===== config.mk =====
export PLATFORM = sky130hd
export DESIGN_NAME = crc_a_parity_frame_packer
export DESIGN_NICKNAME = d
export VERILOG_FILES = /design/src/design/cpf_pkg.sv /design/src/design/cpf_packer.sv /design/src/design/cpf_serializer.sv /design/src/design/crc_a_parity_frame_packer.sv
export VERILOG_INCLUDE_DIRS = /design/src /design/src/design
export SDC_FILE = /design/constraint.sdc
export NUM_CORES = 1
export LEC_CHECK = 0
export ABC_AREA = 0
export BUFFER_PORTS_ARGS = -buffer_cell sky130_fd_sc_hd__buf_2
export CAP_MARGIN = 25
export CORE_MARGIN = 2
export CORE_UTILIZATION = 28
export DETAILED_ROUTE_END_ITERATION = 8
export PLACE_DENSITY = 0.5
export SLEW_MARGIN = 20
export SYNTH_ARGS = -nofsm -noshare
export SYNTH_HDL_FRONTEND = slang
export SYNTH_SLANG_ARGS = --single-unit
export TNS_END_PERCENT = 50

===== constraint.sdc =====
create_clock -name clk -period 3.99 [get_ports clk]
set_input_delay 0.798 -clock clk [delete_from_list [all_inputs] [get_ports clk]]
set_output_delay 0.798 -clock clk [all_outputs]
set_load 0.005 [all_outputs]

===== src/design/assert_macros.svh =====
// Assertion macros used by the framer's top level.
`ifndef ASSERT_MACROS_SVH
`define ASSERT_MACROS_SVH

// Same-cycle implication, disabled while reset is asserted.
`define ASSERT_IMPL(label, clk, rst_n, ante, cons, msg) \
	label: assert property (@(posedge clk) disable iff (!rst_n) (ante) |-> (cons)) \
		else $error(msg);

// Next-cycle implication, disabled while reset is asserted.
`define ASSERT_NEXT(label, clk, rst_n, ante, cons, msg) \
	label: assert property (@(posedge clk) disable iff (!rst_n) (ante) |=> (cons)) \
		else $error(msg);

`endif


===== src/design/cpf_pkg.sv =====
// Types, constants and helper functions of the CRC_A parity frame packer.
`timescale 1ns / 1ps

package cpf_pkg;

	localparam logic [15:0] CRC_A_INIT = 16'h6363;
	localparam logic [15:0] CRC_A_POLY = 16'h8408;
	localparam logic [5:0]  CHAR_BITS  = 6'd9;
	localparam logic [5:0]  CHAR3_BITS = 6'd27;
	localparam int          OUT_BYTES_MAX = 5;

	// Up to five output bytes produced by one input beat.
	typedef struct packed {
		logic [8*OUT_BYTES_MAX-1:0] bits;
		logic [2:0]                 count;
		logic                       last;
		logic [11:0]                total;
	} pack_t;

	function automatic logic odd_parity(input logic [7:0] b);
		return ~(^b);
	endfunction

	// Reflected CRC_A update over one byte, LSB first.
	function automatic logic [15:0] crc_a_byte(input logic [15:0] crc, input logic [7:0] b);
		logic [15:0] c;
		c = crc ^ {8'h00, b};
		for (int i = 0; i < 8; i++) begin
			if (c[0]) begin
				c = (c >> 1) ^ CRC_A_POLY;
			end else begin
				c = c >> 1;
			end
		end
		return c;
	endfunction

endpackage


===== src/design/cpf_packer.sv =====
// Frame state and the single-pass packing of one byte into output bits.
`timescale 1ns / 1ps

module cpf_packer #(
	parameter logic [11:0] BITS_LIMIT = 12'd2322
) (
	input  logic            clk,
	input  logic            arst_n,
	input  logic            load,
	input  logic            auto_mode,
	input  logic [7:0]      data_byte,
	input  logic            parity_bit,
	input  logic            last_byte,
	output cpf_pkg::pack_t  pack
);
	import cpf_pkg::*;

	logic [15:0] crc_q;
	logic [6:0]  accum_q;
	logic [2:0]  resid_q;
	logic [11:0] total_q;

	logic [15:0] crc_next;
	logic [8:0]  ch0, ch1, ch2;
	logic        append;
	logic [33:0] stream;
	logic [5:0]  nbits;
	logic [2:0]  nfull;
	logic [2:0]  rem;
	logic [12:0] total_sum;
	logic [11:0] total_sat;
	logic [6:0]  accum_next;

	always_comb begin
		crc_next = crc_a_byte(crc_q, data_byte);
		ch0 = {(auto_mode ? odd_parity(data_byte) : parity_bit), data_byte};
		ch1 = {odd_parity(crc_next[7:0]), crc_next[7:0]};
		ch2 = {odd_parity(crc_next[15:8]), crc_next[15:8]};
		append = last_byte && auto_mode;

		stream = {27'd0, accum_q} | (34'(ch0) << resid_q);
		if (append) begin
			stream = stream | (34'(ch1) << (5'(resid_q) + 5'd9))
				| (34'(ch2) << (5'(resid_q) + 5'd18));
		end

		nbits = {3'd0, resid_q} + (append ? CHAR3_BITS : CHAR_BITS);
		nfull = nbits[5:3];
		rem   = nbits[2:0];

		total_sum = {1'b0, total_q} + {7'd0, (append ? CHAR3_BITS : CHAR_BITS)};
		total_sat = (total_sum > {1'b0, BITS_LIMIT}) ? BITS_LIMIT : total_sum[11:0];

		// Outside the last beat one or two bytes leave; the rest stays as residue.
		accum_next = (nfull == 3'd2) ? stream[22:16] : stream[14:8];

		pack.bits  = {6'd0, stream};
		pack.count = (last_byte && rem != 3'd0) ? nfull + 3'd1 : nfull;
		pack.last  = last_byte;
		pack.total = total_sat;
	end

	always_ff @(posedge clk or negedge arst_n) begin
		if (!arst_n) begin
			crc_q   <= CRC_A_INIT;
			accum_q <= '0;
			resid_q <= '0;
			total_q <= '0;
		end else if (load) begin
			if (last_byte) begin
				crc_q   <= CRC_A_INIT;
				accum_q <= '0;
				resid_q <= '0;
				total_q <= '0;
			end else begin
				crc_q   <= crc_next;
				accum_q <= accum_next;
				resid_q <= rem;
				total_q <= total_sat;
			end
		end
	end

endmodule


===== src/design/cpf_serializer.sv =====
// Output buffer that hands out the packed bytes of one beat, one per cycle while out_ready is high.
`timescale 1ns / 1ps

module cpf_serializer (
	input  logic            clk,
	input  logic            arst_n,
	input  logic            load,
	input  cpf_pkg::pack_t  pack,
	output logic            free,
	output logic            out_valid,
	input  logic            out_ready,
	output logic [7:0]      out_byte,
	output logic            out_last,
	output logic [11:0]     frame_bits
);
	import cpf_pkg::*;

	logic [8*OUT_BYTES_MAX-1:0] buf_q;
	logic [2:0]                 cnt_q;
	logic                       last_q;
	logic [11:0]                total_q;

	assign out_valid  = (cnt_q != 3'd0);
	assign out_byte   = buf_q[7:0];
	assign out_last   = last_q && (cnt_q == 3'd1);
	assign frame_bits = out_last ? total_q : 12'd0;
	// The buffer can take a new load when it is empty or its final byte leaves now.
	assign free = (cnt_q == 3'd0) || ((cnt_q == 3'd1) && out_ready);

	always_ff @(posedge clk or negedge arst_n) begin
		if (!arst_n) begin
			cnt_q <= '0;
		end else if (load) begin
			cnt_q <= pack.count;
		end else if (out_valid && out_ready) begin
			cnt_q <= cnt_q - 3'd1;
		end
	end

	always_ff @(posedge clk) begin
		if (load) begin
			buf_q   <= pack.bits;
			last_q  <= pack.last;
			total_q <= pack.total;
		end else if (out_valid && out_ready) begin
			buf_q <= buf_q >> 8;
		end
	end

endmodule


===== src/design/crc_a_parity_frame_packer.sv =====
// Top level of the CRC_A parity frame packer: input stage, packer and output buffer.
// Path: an accepted beat is registered in the input stage, then loaded into the output buffer.
// Throughput: one input beat per cycle while each beat yields one byte and out_ready
// stays high; a beat's bytes (one to five) hold the output buffer until the last one leaves.
// Reset: arst_n clears the frame state to CRC 0x6363, no residue, zero bit count,
// empties both stages and sets auto_mode to 1.
`timescale 1ns / 1ps
`include "assert_macros.svh"

module crc_a_parity_frame_packer #(
	parameter int MAX_FRAME_BYTES = 256
) (
	input  logic        clk,
	input  logic        arst_n,
	input  logic        cfg_valid,
	output logic        cfg_ready,
	input  logic        cfg_data,
	input  logic        in_valid,
	output logic        in_ready,
	input  logic [7:0]  data_byte,
	input  logic        parity_bit,
	input  logic        last_byte,
	output logic        out_valid,
	input  logic        out_ready,
	output logic [7:0]  out_byte,
	output logic        out_last,
	output logic [11:0] frame_bits
);
	import cpf_pkg::*;

	localparam logic [11:0] BitsLimit = 12'((MAX_FRAME_BYTES + 2) * 9);

	logic       auto_mode_q;
	logic       valid_s1;
	logic [7:0] data_s1;
	logic       par_s1;
	logic       last_s1;
	logic       load;
	logic       free;
	pack_t      pack;

	assign cfg_ready = 1'b1;
	assign load      = valid_s1 && free;
	assign in_ready  = !valid_s1 || load;

	always_ff @(posedge clk or negedge arst_n) begin
		if (!arst_n) begin
			auto_mode_q <= 1'b1;
		end else if (cfg_valid && cfg_ready) begin
			auto_mode_q <= cfg_data;
		end
	end

	always_ff @(posedge clk or negedge arst_n) begin
		if (!arst_n) begin
			valid_s1 <= 1'b0;
		end else if (in_valid && in_ready) begin
			valid_s1 <= 1'b1;
		end else if (load) begin
			valid_s1 <= 1'b0;
		end
	end

	always_ff @(posedge clk) begin
		if (in_valid && in_ready) begin
			data_s1 <= data_byte;
			par_s1  <= parity_bit;
			last_s1 <= last_byte;
		end
	end

	cpf_packer #(
		.BITS_LIMIT(BitsLimit)
	) u_packer (
		.clk(clk),
		.arst_n(arst_n),
		.load(load),
		.auto_mode(auto_mode_q),
		.data_byte(data_s1),
		.parity_bit(par_s1),
		.last_byte(last_s1),
		.pack(pack)
	);

	cpf_serializer u_serializer (
		.clk(clk),
		.arst_n(arst_n),
		.load(load),
		.pack(pack),
		.free(free),
		.out_valid(out_valid),
		.out_ready(out_ready),
		.out_byte(out_byte),
		.out_last(out_last),
		.frame_bits(frame_bits)
	);

	`ASSERT_NEXT(a_load_fills_buffer, clk, arst_n, load, out_valid, "load left the output buffer empty")
	`ASSERT_IMPL(a_last_has_bits, clk, arst_n, out_valid && out_last, frame_bits != 12'd0, "final beat carries no bit count")
	`ASSERT_IMPL(a_bits_only_on_last, clk, arst_n, out_valid && !out_last, frame_bits == 12'd0, "bit count on a non-final beat")
	`ASSERT_IMPL(a_empty_stage_ready, clk, arst_n, !valid_s1, in_ready, "empty input stage refuses a beat")

endmodule


==> key figures <==
Setup path
  • CP Launch Type: register
  • Crit path max fanout: 6
  • WP data required: 4090 ps
  • Worst setup EP type: register
  • Worst Path Class, Setup: reg -> reg
  • Arrival time worst endpoint: 3570 ps

Timing
  • Period utilisation layout: about 87%
  • Final hold vios: 0
  • Slew Limit Headroom: a little under two fifths
  • Post-Route Setup TNS: 0 ps
  • Setup-failing EPs final: 0
  • RSZ-0062 raised after global routing: no
  • Achievable Freq: about 290 MHz
  • Worst slew pin tran: between 900 and 1000 ps
  • Fin. max-slew vios: 0
  • Clock skew: between 8 and 9 ps
  • Period minus WS final: between 3000 and 4000 ps

Yosys
  • Top cell type by total area after synthesis: edfxtp_1
  • FF+latch count, synth: 100
  • Adder-cell share of the synthesized area: between 2 and 2.5%
  • Post-synth top area share: 24.99%
  • Sequential element share of the synthesized area: 40.86%
  • Dominant cells by area after synthesis: edfxtp_1 25%, dfrtp_1 12%, nand2_1 5.1%, o21ai_0 4.5%, xnor2_1 3.8%
  • Mux cell area share after synthesis: roughly 5.6%
  • Ys Warns: 0
  • Synth Area in Compound Gates: a little under a fifth
  • FFs w/ async S/R, synth: 43.00%
  • Post-Synth Simple-Gate Area: between 15 and 20%
  • Largest family of logic cells by synthesized area: compound AO/OA/AOI/OAI gates
  • Top cells by count, synth: 93 x nand2_1, 63 x nor2_1, 61 x o21ai_0, 57 x edfxtp_1, 42 x clkbuf_1
  • Post-synthesis cell count: between 700 and 800
  • Post-Synth XOR/XNOR Area: between 10 and 15%
  • Netlist Area Pre-Place: ~7000 um2
  • Syn avg cell area: 9.514 um2
  • Yosys cell types: 76
  • Cell with the most instances after synthesis: nand2_1
  • Top FF cell, synth: edfxtp_1
  • Post-synth net total: around 750
  • Number of synthesized flops with an enable pin: 57

Clocking
  • CTS Buffer Depth: 2
  • Setup Buffers After CTS: 0
  • Hold buffers post-CTS: 0
  • Clock slew at reported path FFs: 80 ps
  • CTS Buf Count: 9
  • Clock Latency Late Sink: 360 ps
  • TritonCTS clock tree: done
  • Gates resized, CTS repair: 0
  • Root Driver: clkbuf_16
  • H-tree Lvls: 3
  • Clk sinks: 100

Floorplanning
  • Die area: roughly 26000 um2
  • Core region area: about 24000 um2
  • Die height: ~160 um
  • Num ports: 40
  • Initial Util: between 20 and 30%
  • Die W: 160.4 um
  • Row count: between 50 and 60

Route
  • 1st-iter DRT viols: 463
  • Total wire length: around 19000 um
  • DRC: 0
  • Vias/cell: about 5
  • Via count: between 5000 and 6000
  • ANT nets after route: 0
  • Routed length per placed instance: 17.91 um
  • DR pass1 iterations: 5

GRT
  • Met3 Use GR: about 2.6%
  • Grt peak-use layer: met2
  • GR Util met2: a little under a quarter
  • Largest net degree at the start of global routing: slightly above 80
  • First-pass GRT wire length: roughly 30000 um
  • Gr ovfl total: 0
  • Vias in the first global route: between 5000 and 6000
  • Gr usage total: between 10% and 20%
  • Grt met1 use: approximately 21%
  • Initial antenna violation count: 0

Placed design
  • DP Area: 7345 um2
  • DP Wirelength: 13720 um
  • Final GP Congestion: 0.8478
  • Port bufs: 38

Finish
  • Share of post-route cells with drive strength above 1: 15.94%
  • Final instance area: 7637 um2
  • # diodes: 0
  • Final net count: roughly 760
  • Area growth, synth to finish: 11.49%

Flow run
  • Number of max-cap violations: 0

Status
  • Status: completed

Worst hold path
  • Worst Hold Class: reg -> reg
registers in the layout (all words and copies together), names as in the netlist:
name                  flops
auto_mode_q               1
u_packer.crc_q           16
u_packer.accum_q          7
data_s1                   8
last_s1                   1
u_serializer.cnt_q        3
valid_s1                  1
u_serializer.buf_q       34
par_s1                    1
u_packer.total_q         12
u_serializer.last_q       1
u_packer.resid_q          3
u_serializer.total_q     12
layout make-up:
class | instances | area, um2
clock buffers | 9 | 225.2
clock inverters | 7 | 67.56
fillers | 2527 | 16540
inverters | 18 | 67.56
multi-input cells | 543 | 3727
flip-flops and latches | 100 | 2799
well taps | 324 | 405.4
repair buffers | 57 | 345.3
metrics by stage:
step	cells	util, %	setup slack [ps]	hold slack (ps)
detailed placement	1042	30.38	483.8	454.3
global route	1058	31.59	88.46	483.3
CTS	1058	31.59	482.4	464.7
finish	1058	31.59	515.3	461.7
floorplan	720	-	778.0	424.4
global placement	1042	30.38	474.9	447.9
critical path: stages (launching register included):
cell,delay (ps)
edfxtp_1,540
xnor2_2,410
xnor3_2,500
xnor3_1,370
xnor2_1,220
mux4_2,590
a21o_1,250
a221oi_2,260
o21ai_1,80
cells by family after synthesis:
kind of cell,count (synthesis)
other,1
buffers and inverters,77
AOI/OAI and AO/OA,198
and+or+nand+nor,238
adders and majority gates,13
muxes,33
xor gates and xnor gates,60
DFF,100
layer usage:
metal	vias to the layer above	share of wire (%)	wire (um)
met1	2624	47	8841
li1	2612	-	-
met5	-	0	0
met2	162	46	8723
met3	25	5.3	1011
met4	0	1.9	369
placed cells by master, fill, tap and decap left out, types with 10 or more instances in the layout:
| master | count |
|---|---|
| a22o_1 | 11 |
| mux2_2 | 14 |
| edfxtp_1 | 57 |
| and2_1 | 23 |
| inv_1 | 15 |
| xnor2_1 | 30 |
| o21ai_0 | 61 |
| xor2_1 | 10 |
| mux2i_1 | 16 |
| nor3_1 | 12 |
| nor2_1 | 63 |
| xnor3_1 | 11 |
| nand2_1 | 92 |
| buf_4 | 18 |
| a21oi_1 | 37 |
| nand3_1 | 11 |
| dfrtp_1 | 34 |
| ha_1 | 13 |
| buf_2 | 38 |
final timing paths:
path,from,end,slack (ps),cells past startpoint
max reg2reg,data_s1[3]$_DFFE_PP_,u_serializer.buf_q[24]$_DFFE_PP_,520,8
max,data_s1[3]$_DFFE_PP_,u_serializer.buf_q[24]$_DFFE_PP_,520,8
min,u_packer.crc_q[13]$_DFFE_PN1P_,u_packer.crc_q[13]$_DFFE_PN1P_,460,2
min reg2reg,u_packer.crc_q[13]$_DFFE_PN1P_,u_packer.crc_q[13]$_DFFE_PN1P_,460,2
max in group asynchronous,arst_n,u_packer.total_q[9]$_DFFE_PN0P_,2790,2
min in group asynchronous,arst_n,u_packer.crc_q[4]$_DFFE_PN0P_,500,1
Power is left out: the tool's default activity adds up to more than one toggle a clock period on the data nets, which glitch-free logic cannot reach.
